**src/hdl/itt_pkg.sv**
```systemverilog
// ----------------------------------------------------------------------------
// itt_pkg
// Shared types and constants for the interval / timeout timer: the item
// structs of both channels, command codes, register indexes and FSM states.
// ----------------------------------------------------------------------------
package itt_pkg;

  // Default width of the internal time arithmetic.
  localparam int TIME_WIDTH_DEF = 32;

  // Widths of the item fields and of the configuration port.
  localparam int CMD_W  = 3;
  localparam int NOW_W  = 32;
  localparam int CFG_IW = 2;
  localparam int CFG_DW = 32;

  // Command codes carried in an input item.
  typedef enum logic [CMD_W-1:0] {
    CMD_POLL   = 3'd0,
    CMD_START  = 3'd1,
    CMD_STOP   = 3'd2,
    CMD_RESUME = 3'd3,
    CMD_ORIGIN = 3'd4
  } cmd_t;

  // Configuration register indexes.
  typedef enum logic [CFG_IW-1:0] {
    CFG_INTERVAL = 2'd0,
    CFG_PERIODIC = 2'd1,
    CFG_FIRE     = 2'd2
  } cfg_idx_t;

  // Sequencer states.
  typedef enum logic [1:0] {
    ST_IDLE,
    ST_DIV,
    ST_ADJ,
    ST_DONE
  } state_t;

  typedef struct packed {
    logic [CMD_W-1:0] command;
    logic [NOW_W-1:0] now;
  } in_item_t;

  typedef struct packed {
    logic ready_res;
    logic enabled;
  } out_item_t;

endpackage

```
**src/hdl/interval_timeout_timer.sv**
```systemverilog
// ----------------------------------------------------------------------------
// interval_timeout_timer
// Interval / timeout timer with catch-up over missed periods.
// ----------------------------------------------------------------------------
// Every item returns exactly one result. Start, stop, resume, origin reset,
// unknown commands and most polls finish at the accepting edge, so their
// result is registered there and shows in the next cycle. A periodic poll
// that fires after more than one period has gone by needs the remainder of
// the overdue time by the interval; one subtract-and-compare unit forms it
// one bit per cycle, so such a poll passes through the accepting cycle,
// TIME_WIDTH division steps, one adjust step and a commit step that waits
// for a free output register. The input is stalled while a poll is being
// resolved and while a finished result waits and is held off.
// ----------------------------------------------------------------------------
module interval_timeout_timer
  import itt_pkg::*;
#(
  parameter int TIME_WIDTH = TIME_WIDTH_DEF
) (
  input  logic              clk,
  input  logic              rst_n,
  // Input item channel
  input  logic              in_valid,
  output logic              in_stall,
  input  in_item_t          in_data,
  // Result item channel
  output logic              out_valid,
  input  logic              out_stall,
  output out_item_t         out_data,
  // Configuration write port
  input  logic              cfg_we,
  input  logic [CFG_IW-1:0] cfg_index,
  input  logic [CFG_DW-1:0] cfg_data
);

  localparam int TW = TIME_WIDTH;
  localparam int CW = $clog2(TW);

  // Configuration registers.
  logic [CFG_DW-1:0] interval_r;
  logic              periodic_r;
  logic              fire_r;

  // Timer state.
  logic              running_r,  running_nxt;
  logic              just_r,     just_nxt;
  logic [TW-1:0]     origin_r,   origin_nxt;
  logic [TW-1:0]     paused_r,   paused_nxt;

  // Sequencer and division datapath.
  state_t            state_r,    state_nxt;
  logic [CW-1:0]     cnt_r,      cnt_nxt;
  logic [TW-1:0]     dvd_r,      dvd_nxt;
  logic [TW-1:0]     rem_r,      rem_nxt;
  logic [TW-1:0]     tgt_r,      tgt_nxt;

  // Output register.
  logic              out_valid_r, out_valid_nxt;
  out_item_t         out_data_r,  out_data_nxt;

  // Time-width views of the interval and the timestamp.
  logic [TW+CFG_DW-1:0] iv_ext;
  logic [TW+NOW_W-1:0]  now_ext;
  logic [TW-1:0]        iv_t;
  logic [TW-1:0]        now_t;
  logic [TW-1:0]        elapsed;
  logic [TW-1:0]        target;
  logic [TW:0]          shifted;
  logic                 accept;
  logic                 out_free;

  assign iv_ext  = {{TW{1'b0}}, interval_r};
  assign now_ext = {{TW{1'b0}}, in_data.now};
  assign iv_t    = iv_ext[TW-1:0];
  assign now_t   = now_ext[TW-1:0];
  assign elapsed = now_t - origin_r;
  assign target  = now_t - iv_t;
  assign shifted = {rem_r, dvd_r[TW-1]};

  assign out_free = !out_valid_r || !out_stall;
  assign in_stall = (state_r != ST_IDLE) || !out_free;
  assign accept   = in_valid && !in_stall;

  assign out_valid = out_valid_r;
  assign out_data  = out_data_r;

  // Configuration writes; indexes beyond the list are ignored.
  always_ff @(posedge clk) begin
    if (!rst_n) begin
      interval_r <= CFG_DW'(1);
      periodic_r <= 1'b1;
      fire_r     <= 1'b0;
    end else if (cfg_we) begin
      case (cfg_index)
        CFG_INTERVAL: interval_r <= cfg_data;
        CFG_PERIODIC: periodic_r <= cfg_data[0];
        CFG_FIRE:     fire_r     <= cfg_data[0];
        default:      ;
      endcase
    end
  end

  // State register.
  always_ff @(posedge clk) begin
    if (!rst_n) begin
      state_r     <= ST_IDLE;
      running_r   <= 1'b0;
      just_r      <= 1'b0;
      origin_r    <= '0;
      paused_r    <= '0;
      out_valid_r <= 1'b0;
    end else begin
      state_r     <= state_nxt;
      running_r   <= running_nxt;
      just_r      <= just_nxt;
      origin_r    <= origin_nxt;
      paused_r    <= paused_nxt;
      out_valid_r <= out_valid_nxt;
    end
  end

  // Datapath registers need no reset.
  always_ff @(posedge clk) begin
    cnt_r      <= cnt_nxt;
    dvd_r      <= dvd_nxt;
    rem_r      <= rem_nxt;
    tgt_r      <= tgt_nxt;
    out_data_r <= out_data_nxt;
  end

  // Command handling and the catch-up sequencer.
  always_comb begin
    state_nxt     = state_r;
    running_nxt   = running_r;
    just_nxt      = just_r;
    origin_nxt    = origin_r;
    paused_nxt    = paused_r;
    cnt_nxt       = cnt_r;
    dvd_nxt       = dvd_r;
    rem_nxt       = rem_r;
    tgt_nxt       = tgt_r;
    out_data_nxt  = out_data_r;
    out_valid_nxt = out_valid_r && out_stall;

    case (state_r)
      ST_IDLE: begin
        if (accept) begin
          out_valid_nxt          = 1'b1;
          out_data_nxt.ready_res = 1'b0;
          case (in_data.command)
            CMD_POLL: begin
              if (!running_r) begin
                out_data_nxt.ready_res = 1'b0;
              end else if (just_r && periodic_r) begin
                just_nxt               = 1'b0;
                out_data_nxt.ready_res = 1'b1;
              end else if (elapsed < iv_t) begin
                out_data_nxt.ready_res = 1'b0;
              end else if (!periodic_r) begin
                running_nxt            = 1'b0;
                out_data_nxt.ready_res = 1'b1;
              end else if (iv_t == '0) begin
                out_data_nxt.ready_res = 1'b1;
              end else if (target > origin_r) begin
                // Several periods overdue: resolve the remainder first.
                out_valid_nxt = 1'b0;
                tgt_nxt       = target;
                dvd_nxt       = target - origin_r;
                rem_nxt       = '0;
                cnt_nxt       = CW'(TW - 1);
                state_nxt     = ST_DIV;
              end else begin
                origin_nxt             = origin_r + iv_t;
                out_data_nxt.ready_res = 1'b1;
              end
            end
            CMD_START: begin
              if (iv_t == '0) begin
                if (running_r) begin
                  running_nxt = 1'b0;
                  paused_nxt  = elapsed;
                end
              end else begin
                running_nxt = 1'b1;
                just_nxt    = fire_r;
                origin_nxt  = now_t;
              end
            end
            CMD_STOP: begin
              if (running_r) begin
                running_nxt = 1'b0;
                paused_nxt  = elapsed;
              end
            end
            CMD_RESUME: begin
              if (!running_r) begin
                running_nxt = 1'b1;
                just_nxt    = fire_r;
                origin_nxt  = now_t - paused_r;
              end
            end
            CMD_ORIGIN: begin
              origin_nxt = now_t;
            end
            default: ;
          endcase
          out_data_nxt.enabled = running_nxt;
        end
      end
      ST_DIV: begin
        // One restoring division step per cycle.
        if (shifted >= {1'b0, iv_t}) begin
          rem_nxt = TW'(shifted - {1'b0, iv_t});
        end else begin
          rem_nxt = shifted[TW-1:0];
        end
        dvd_nxt = {dvd_r[TW-2:0], 1'b0};
        cnt_nxt = cnt_r - CW'(1);
        if (cnt_r == '0) begin
          state_nxt = ST_ADJ;
        end
      end
      ST_ADJ: begin
        // Distance from the target up to the next whole period.
        if (rem_r != '0) begin
          rem_nxt = iv_t - rem_r;
        end
        state_nxt = ST_DONE;
      end
      ST_DONE: begin
        // Commit the new origin once the output register is free.
        if (out_free) begin
          origin_nxt             = tgt_r + rem_r;
          out_valid_nxt          = 1'b1;
          out_data_nxt.ready_res = 1'b1;
          out_data_nxt.enabled   = running_r;
          state_nxt              = ST_IDLE;
        end
      end
      default: begin
        state_nxt = ST_IDLE;
      end
    endcase
  end

endmodule
```
**config.mk**
```make
export PLATFORM = sky130hd
export DESIGN_NAME = interval_timeout_timer
export DESIGN_NICKNAME = d
export VERILOG_FILES = /design/src/hdl/itt_pkg.sv /design/src/hdl/interval_timeout_timer.sv
export SDC_FILE = /design/constraint.sdc
export NUM_CORES = 1
export LEC_CHECK = 0
export BUFFER_PORTS_ARGS = -buffer_cell sky130_fd_sc_hd__buf_2
export CAP_MARGIN = 20
export CORE_MARGIN = 1
export CORE_UTILIZATION = 35
export DETAILED_ROUTE_END_ITERATION = 12
export PLACE_DENSITY = 0.64
export SYNTH_ARGS = -nofsm -noshare
export SYNTH_HDL_FRONTEND = slang
export SYNTH_SLANG_ARGS = --single-unit
```
**constraint.sdc**
```tcl
create_clock -name clk -period 7.9 [get_ports clk]
set_clock_uncertainty 0.15 [all_clocks]
set_input_delay 0.79 -clock clk [delete_from_list [all_inputs] [get_ports clk]]
set_output_delay 0.79 -clock clk [all_outputs]
set_load 0.05 [all_outputs]
```
# Yosys cells after proc, flatten, opt, wreduce, memory -nomap -nowiden
# Index checks and enable logic that the tools add are counted.
[op_classes] muxes=83 add_sub_neg=9 bitwise=3 magnitude_cmp=3 reduce_logical=33 n_eq_ne=34
[ops] operator="$mux 32" count=30
[ops] operator="$pmux 32 s2" count=3
[ops] operator="$sub 32x32->32" count=6
[ops] operator="$pmux 32 s4" count=1
[ops] operator="$pmux 32 s3" count=1
[ops] operator="$add 32x32->32" count=2
[ops] operator="$mux 5" count=8
[ops] operator="$ge 33x32->1" count=1
[ops] operator="$gt 32x32->1" count=1
[ops] operator="$logic_not 32->1" count=1
[ops] operator="$lt 32x32->1" count=1
[ops] operator="$reduce_bool 32->1" count=1
[ops] operator="$ne 2x2->1 const B" count=15
[ops] operator="$mux 2" count=12
[ops] operator="$ne 3x3->1 const B" count=8
[ops] operator="$mux 1" count=22
[ops] operator="$reduce_and 10->1" count=2
[ops] operator="$reduce_and 9->1" count=2
[ops] operator="$reduce_and 12->1" count=1
[ops] operator="$pmux 5 s2" count=1
[ops] operator="$pmux 2 s4" count=1
[ops] operator="$reduce_and 2->1" count=4
[ops] operator="$reduce_bool 2->1" count=4
[ops] operator="$reduce_and 7->1" count=1
[ops] operator="other kinds (22)" count=36
[totals] elab_cells=180 reg_bits=206 in_bits=74 out_inout_bits=4

# Depth between registers and ports, before layout
# Gate-level depths: netlist of the first run.
[depth] word_depth=11 depth_mapped=27

# Least setup slack after synthesis of the first run
# No wires, ideal clock.
[synth_path] kind="input-to-reg" startpoint="in in_data[0] (netlist name)" endpoint="reg rem_r[0] (enable)" required_time_ps=7275 setup_slack_ps=8 stages=23 setup_time_ps=475 arrival_ps=7267 cell_sequence="inv_1 -> ha_1 -> fa_1 -> nor2b_1 -> o21ai_0 -> a21boi_0 -> nor3_1 -> o31ai_1 -> a21o_1 -> nor2_1 -> nor2_1 -> a21oi_1 -> xnor2_1 -> ha_1 -> clkbuf_1 -> nand4_1 -> nor2_1 -> a211oi_1 -> o21a_1 -> o21a_1 -> or3b_1 -> or2_1 -> a221oi_1"
[synth_between] elab_chain_cells=4 word_cells_on_any_way=7 cone_classes="add/sub (2); order compare (2); eq/ne (2); reduce/logical (1)"
[synth_lines] item="start: declaration" line="interval_timeout_timer.sv:25" text="input in_item_t in_data,"
[synth_lines] item="$sub 32x32->32" line="interval_timeout_timer.sv:77" text="assign target = now_t - iv_t;"
[synth_lines] item="net target[24]" line="interval_timeout_timer.sv:67" text="logic [TW-1:0] target;"
[synth_lines] item="$gt 32x32->1" line="interval_timeout_timer.sv:164" text="end else if (target > origin_r) begin"
[synth_lines] item="$ne 2x2->1 (no source line)"
[synth_lines] item="$reduce_and 10->1 (no source line)"
[synth_lines] item="end signal: assignment" line="interval_timeout_timer.sv:126" text="rem_r <= rem_nxt;"
[synth_lines] item="end: declaration" line="interval_timeout_timer.sv:54" text="logic [TW-1:0] rem_r, rem_nxt;"
# The timed path passes the listed nets, and every way through them passes these cells.
# A chain may end at the register's enable or synchronous reset.

# Worst setup path after layout of the first run
[layout_path] startpoint="reg interval_r[1]" endpoint="reg rem_r[18] (enable)"
[layout_between] elab_chain_cells=4 word_cells_on_any_way=8 cone_classes="add/sub (1); order compare (2); eq/ne (3); reduce/logical (2)"
[layout_lines] item="start: declaration" line="interval_timeout_timer.sv:40" text="logic [CFG_DW-1:0] interval_r;"
[layout_lines] item="start signal: assignment" line="interval_timeout_timer.sv:95" text="CFG_INTERVAL: interval_r <= cfg_data;"
[layout_lines] item="$sub 32x32->32" line="interval_timeout_timer.sv:77"
[layout_lines] item="net target[29]" line="interval_timeout_timer.sv:67"
[layout_lines] item="$gt 32x32->1" line="interval_timeout_timer.sv:164"
[layout_lines] item="$ne 2x2->1 (no source line)"
[layout_lines] item="$reduce_and 10->1 (no source line)"
# The timed path passes the listed nets, and every way through them passes these cells.

==> results.md, run 1 <==
* Syn_area_per_cell at 7.89 sq um
* CTS Root Cell: clkbuf_16
* Layout fillers at 6558
* Post-CTS Hold Buffers at 0
* Routed vias at ~22000
* H-tree depth at 1
* Hold path startpoint: cfg_data[11]
* DPL Wire Length at 61400 microns
* Worst slew margin at 0.359
* Final Cycle Share at 0.848
* Initial core utilization at 0.354
* PD cells at ~220 nW/um^2
* Register share of total power at 0.255
* Status: finished, final reports clean
* Largest net degree at the start of global routing at between 60 and 70
* Nets@finish at 3255
* Final number of max-transition violations at 0
* DRC errors left at 0
* DRT Pass-1 Iters at 5
* Setup TNS at 0 ps
* Final setup violation count at 0
* Delay-heaviest family, CP: compound AO/OA/AOI/OAI gates
* Share of layout cells above drive strength 1 at 0.0674
* CTS tree: done
* Initial DRC count at 1689
* Post-Layout Cell Count at around 3800
* Post-placement cell count at 3702
* Post-synthesis register bit count at just over 200
* Post-synth top flop: edfxtp_1
* Leakage at 0.00991 uW
* ANT nets after route at 0
* CP Class: reg -> reg
* Sequential cell area fraction in the yosys report at 0.231
* Worst path bufs/invs at 3
* Worst hold path type: in -> reg
* Die X at about 250 microns
* CTS buffer count at 28
* Clock power share at 0.240
* Critical Path AT at around 6800 ps
* Total gr overflow at 0
* Net Switching at 2320 uW
* Max_cap viols at 0
* Die H at about 250 microns
* Num rows at a little over 90
* Mapped Cells at roughly 2800
* IO Pins at just under 80
* Vias in the first global route at 20000
* Detailed Route WL at 77100 microns
* Min cycle time layout at about 6700 ps
* Clk sinks at 206
* Initial antenna violation count at 3
* Die ar. at approximately 65000 sq um
* Worst setup path start: interval_r[1]
* Total track usage at 0.233
* CP Capture Point: rem_r[18]
* Crit start category: flop
* Post-synth ARST share at 0
* CTS Buffer Depth at 3
* CP max stage delay at 440 ps
* CTS clk-pin slew, worst paths at around 60 ps
* Final GP Congestion at about 0.93
* Worst r2r dst: rem_r[18]
* Hold WS at about 290 ps
* Fin. Hold Viols at 0
* Gate power share at 0.505
* Clock latency on the worst-skew pair at 580 ps
* IR Drop Worst-Case VDD at 179 uV
* FF-to-FF path depth at 23
* Routed WL per cell at approximately 21 microns
* Critical path fanouts, max at 32
* Power Total at roughly 5400 uW
* Vias per cell at 5.77
* Unrepaired setup endpoints after global routing: no
* Number of flops mapped to enable cells by yosys at approximately 100
* Levels on crit path at 23
* Post-Route Utilization at 0.390
* Total number of yosys warnings at 0
* First-pass GRT wire length at 116000 microns
* Netlist cell types at 92
* Synth Net Count at ~3200
* I/O Buffers at between 70 and 80
* Post-Syn Area at 22300 sq um
* Core footprint at 63100 sq um
* # resized after CTS at 0
* Internal at around 3100 uW
* R2R Setup Slk at around 1200 ps
* Fmax at 149 MHz
* Worst-Margin Slew at approximately 960 ps
* Switching Fraction at 0.430
* Area grow syn2layout at 10.3%
* Reg2reg start: interval_r[1]
* Critical path endpoint category: flop
* CP required at ~8000 ps
* Cell Chain, Critical Path: buf_4 > inv_1 > ha_1 > nor2b_1 > o31a_1 > nor4_1 > o21bai_1 > a41oi_1 > o21ai_0 > a211oi_1 > o31ai_1 > nor2_1 > xnor2_1 > ha_1 > and3_1 > nand3_1 > nor2_1 > nand2_1 > o21a_1 > or3b_1 > or2_1 > a221oi_4 > buf_4
* Postcts setup bufs at 0
* Critical path's slowest cell: a41oi_1
-- final cells by class --
class | count | area (sq um) | share of cell area
Tap cell | 846 | 1060 | 0.0430
Inverter | 204 | 767 | 0.0311
Sequential cell | 206 | 5150 | 0.209
Multi-Input combinational cell | 2344 | 16100 | 0.656
Clock inverter | 14 | 123 | 0.00498
Antenna cell | 3 | 7.51 | 0.000305
Clock buffer | 38 | 801 | 0.0325
Timing Repair Buffer | 102 | 573 | 0.0233
-- worst min-delay path, delay by kind of cell --
kind / cells / cell delay [ps]
AO/OA/AOI/OAI: 1 / 50
buffers and inverters: 1 / 90
AND/OR/NAND/NOR: 1 / 40
-- synthesized netlist by cell type, types with 11 or more instances --
cell type	n	area (sq um)
nand2_1	324	1220
ha_1	287	3590
a21oi_1	286	1430
inv_1	201	754
o21ai_0	188	941
nor2_1	177	664
a21o_1	125	938
xnor2_1	121	1060
dfxtp_1	103	2060
edfxtp_1	103	3090
xor2_1	77	674
clkbuf_1	64	240
nand3_1	55	275
nor3_1	49	245
a31oi_1	38	238
and3_1	38	238
o21a_1	36	270
nand2b_1	35	219
a211oi_1	33	248
nand4_1	30	188
o21bai_1	29	218
o211ai_1	27	203
o22ai_1	27	169
nor4_1	25	156
mux2i_1	22	220
nor2b_1	22	138
or3_1	22	138
a221oi_1	20	175
and2_1	16	100
o31ai_1	15	113
a22oi_1	13	97.6
a211o_1	12	105
o31a_1	11	96.3
-- through the flow --
step / setup WS [ps] / area [sq um]
2_1_floorplan: 8.04 / 22300
3_3_place_gp: 1120 / 23700
3_5_place_dp: 1040 / 23700
4_1_cts: 1290 / 24600
5_1_grt: 754 / 24600
6_report: 1200 / 24600
-- power groups by stage --
stage / combinational, uW / clock, uW / sequential [uW]
final: 2730 / 1290 / 1380
after global routing: 3020 / 1360 / 1390
after CTS: 2690 / 1320 / 1380
after floorplan: 2000 / 0 / 1360
after global placement: 2670 / 0 / 1400
after detailed placement: 2670 / 0 / 1400
-- logic make-up after synthesis --
kind of cell / after synthesis / synth area share
simple gates: 845 / 0.178
compound gates: 979 / 0.285
fa+ha+maj: 295 / 0.168
buf+inv: 282 / 0.0485
xor+xnor: 198 / 0.0776
mux: 27 / 0.0124
flops: 206 / 0.231
-- how the worst min path moves through the flow --
stage,end,cells after the start
6_report,interval_r[11],3
4_1_cts,interval_r[11],3
3_5_place_dp,paused_r[20],2
3_3_place_gp,paused_r[3],2
2_1_floorplan,paused_r[10],2
5_1_grt,interval_r[8],3
-- state kept, by name, indices dropped and copies added (netlist names) --
name and count:
state_r 2, tgt_r 32, fire_r 1, just_r 1
running_r 1, periodic_r 1, out_data 2, rem_r 32
out_valid 1, cnt_r 5, dvd_r 32, paused_r 32
interval_r 32, origin_r 32
-- per-layer routing --
layer	wire [microns]	GRT usage
met1	35400	0.324
met2	32700	0.360
met3	6030	0.0387
met4	2960	0.0886
met5	0	0
-- placed cells by master, fill, tap and decap left out, types with 11 or more instances in the layout --
cell,synthesis,layout
o22ai_1,27,27
ha_1,287,285
nor3_1,49,49
nand2_1,324,324
mux2i_1,22,22
nand4_1,30,30
or3_1,22,22
inv_1,201,201
a31oi_1,38,38
and3_1,38,38
buf_2,5,77
buf_4,3,25
clkbuf_16,0,30
o21ai_0,188,186
nor4_1,25,25
nor2b_1,22,22
a211o_1,12,12
o21a_1,36,36
xnor2_1,121,121
o31a_1,11,11
a21o_1,125,125
o211ai_1,27,27
nand2b_1,35,35
o31ai_1,15,15
a21oi_1,286,286
a211oi_1,33,33
edfxtp_1,103,103
nand3_1,55,55
xor2_1,77,77
a221oi_1,20,19
o21bai_1,29,29
nor2_1,177,174
dfxtp_1,103,103
a22oi_1,13,13
and2_1,16,16
(Power assumes the default switching activity.)
==> run 2: changes to the inputs <==
clock period = 6.15 ns   (was 7.9 ns; I/O delays follow)
==> run 2 against run 1 <==
Design area up 3.2%; sequential share of layout area is 0.64 points lower; combinational power increased by 33%; largest cell class unchanged; flip-flop and latch count unchanged; fmax is 15% higher; setup slack got worse by 890 ps; via count increased by 0.59%; wire length grew 1.2%; total power rose by 33%; non-clock buffer count rose by 85; sequential power grew 28%; first-iteration DRC count is 11% higher.
==> results.md, run 2 (synthesis results as in run 1) <==
* Status: finished, final reports clean
* Core footprint at 63100 sq um (unchanged)
* Initial DRC count at 1873 (+11%)
* Vias per cell at 5.68 (-1.6%)
* Critical path fanouts, max at 16 (-50%)
* Die X at 255 microns (unchanged)
* Unrepaired setup endpoints after global routing: no
* I/O Buffers at 77 (unchanged)
* Initial antenna violation count at 2 (-1)
* Routed WL per cell at 20.3 microns (-0.96%)
* Worst hold path type: in -> reg
* Max_cap viols at 0 (unchanged)
* Worst slew margin at 0.368 (+0.00834)
* Hold path startpoint: cfg_data[5]
* Post-layout instance area at 25400 sq um (+3.2%)
* Critical path's slowest cell: or3b_1
* Critical Path AT at 5980 ps (-790 ps)
* Area grow syn2layout at 13.8%
* H-tree depth at 1 (unchanged)
* Hold WS at 123 ps (-167 ps)
* Post-Route Utilization at 0.403 (+0.0124)
* Total track usage at 0.236 (+0.00275)
* Initial core utilization at 0.354 (unchanged)
* Detailed Route WL at 78000 microns (+1.2%)
* Clk sinks at 206 (unchanged)
* First-pass GRT wire length at 118000 microns (+1.5%)
* Vias in the first global route at 20400 (+2.2%)
* Crit start category: flop
* Die ar. at 64800 sq um (unchanged)
* CP Class: reg -> reg
* Leakage at 0.0104 uW (+4.9%)
* ANT nets after route at 0 (unchanged)
* Share of layout cells above drive strength 1 at 0.0959 (+0.0285)
* Largest net degree at the start of global routing at 67 (-1.5%)
* Layout fillers at 6579 (+0.32%)
* Nets@finish at 3340 (+2.6%)
* Final number of max-transition violations at 0 (unchanged)
* PD cells at 282 nW/um^2 (+29%)
* Min cycle time layout at 5840 ps (-856 ps)
* Final setup violation count at 0 (unchanged)
* Worst-Margin Slew at 949 ps (-12.5 ps)
* Reg2reg start: interval_r[11]
* Critical path endpoint category: flop
* # diodes at 0 (-3)
* Final Cycle Share at 0.950 (+0.102)
* Cell Chain, Critical Path: inv_1 > ha_1 > a21o_1 > a21o_1 > a21oi_1 > o21ai_0 > and3_1 > a21o_1 > o211ai_1 > nand3_1 > a2111o_1 > o311ai_1 > ha_1 > and3_1 > nand3_1 > nor4_1 > a31oi_1 > or3b_1 > or2_1 > a221oi_4 > buf_4 > clkbuf_16
* Fin. Hold Viols at 0 (unchanged)
* CTS Root Cell: clkbuf_16
* Fmax at 171 MHz (+15%)
* CP required at 6280 ps (-1690 ps)
* Commonest non-fill, non-tap cell in the layout: nand2_1
* Clock latency on the worst-skew pair at 580 ps (about the same)
* Final GP Congestion at 0.952 (+1.8%)
* Most frequent cells in the layout: nand2_1 (324), a21oi_1 (285), ha_1 (285)
* CTS buffer count at 28 (unchanged)
* Num rows at 92 (unchanged)
* Placed cell area at 24400 sq um (+2.8%)
* CTS tree: done
* Setup ws final at 306 ps (-894 ps)
* CP most frequent cell: a21o_1
* CTS Buffer Depth at 3 (unchanged)
* CTS clk-pin slew, worst paths at 60 ps (about the same)
* DRC errors left at 0 (unchanged)
* DPL Wire Length at 62700 microns (+2.1%)
* CP max stage delay at 450 ps (about the same)
* Routed vias at 21800 (+0.59%)
* Delay-heaviest family, CP: compound AO/OA/AOI/OAI gates
* Worst path bufs/invs at 3 (unchanged)
* Total gr overflow at 0 (unchanged)
* Worst setup path start: interval_r[11]
* Place WS at -228 ps (-1270 ps)
* DRT Pass-1 Iters at 5 (unchanged)
* IR Drop Worst-Case VDD at 246 uV (+37%)
* IO Pins at 78 (unchanged)
* Die H at 255 microns (unchanged)
[run 2: cell types whose count changed in the layout (fill, tap and decap cells not counted), sizes merged]
cell	delta
clkbuf	+2
clkinv	+2
diode	-3
clkinvlp	-2
buf	+84
inv	-3
bufinv	+2
[run 2: path summary, 6_finish.rpt]
check	to	cells past startpoint	slack, ps
worst max-delay path	rem_r[31]	22	310
worst min-delay path	interval_r[5]	3	120
worst max register to register	rem_r[31]	22	310
worst min register to register	paused_r[20]	2	310
[run 2: final cells by class]
type / count / area (sq um) / area share
Multi-Input combinational cell: 2344 / 16200 / 0.636
Tap cell: 846 / 1060 / 0.0416
Clock inverter: 13 / 146 / 0.00576
Clock buffer: 39 / 847 / 0.0333
Sequential cell: 206 / 5160 / 0.203
Timing Repair Buffer: 187 / 1280 / 0.0503
Inverter: 204 / 767 / 0.0302
[run 2: repair_timing]
item,CTS,global route
setup buffers,0,3
resized for setup,0,13
hold buffers,0,0
endpoints found under the setup margin,0,117
[run 2: layer usage]
metal / track usage / part of all wire / vias up
li1: - / - / 10800
met1: 0.335 / 0.47 / 10100
met2: 0.371 / 0.43 / 779
met3: 0.0290 / 0.072 / 121
met4: 0.0712 / 0.030 / 4
met5: 0 / 0.00029 / -
[run 2: worst register-to-register path, cell delays in order, from the launching register on]
cell	delay, ps
dfxtp_2	410
inv_1	150
ha_1	380
a21o_1	210
a21o_1	160
a21oi_1	170
o21ai_0	130
and3_1	230
a21o_1	210
o211ai_1	300
nand3_1	180
a2111o_1	390
o311ai_1	120
ha_1	320
and3_1	160
nand3_1	110
nor4_1	60
a31oi_1	300
or3b_1	450
or2_1	290
a221oi_4	260
buf_4	190
clkbuf_16	200
[run 2: report_power, final]
group	leakage, uW	switching [uW]	internal [uW]
Sequential	0.00177	133	1630
Clock	0.000491	690	1080
Combinational	0.00813	2140	1500
Total	0.0104	2960	4220
[run 2: per-stage QoR]
| stage | cells | TNS (ps) | total power, uW |
|---|---|---|---|
| 2_1_floorplan | 2832 | 0 | 4330 |
| 3_3_place_gp | 3783 | -4090 | 5310 |
| 3_5_place_dp | 3783 | -16490 | 5320 |
| 4_1_cts | 3835 | 0 | 7130 |
| 5_1_grt | 3839 | 0 | 7650 |
| 6_report | 3839 | 0 | 7180 |
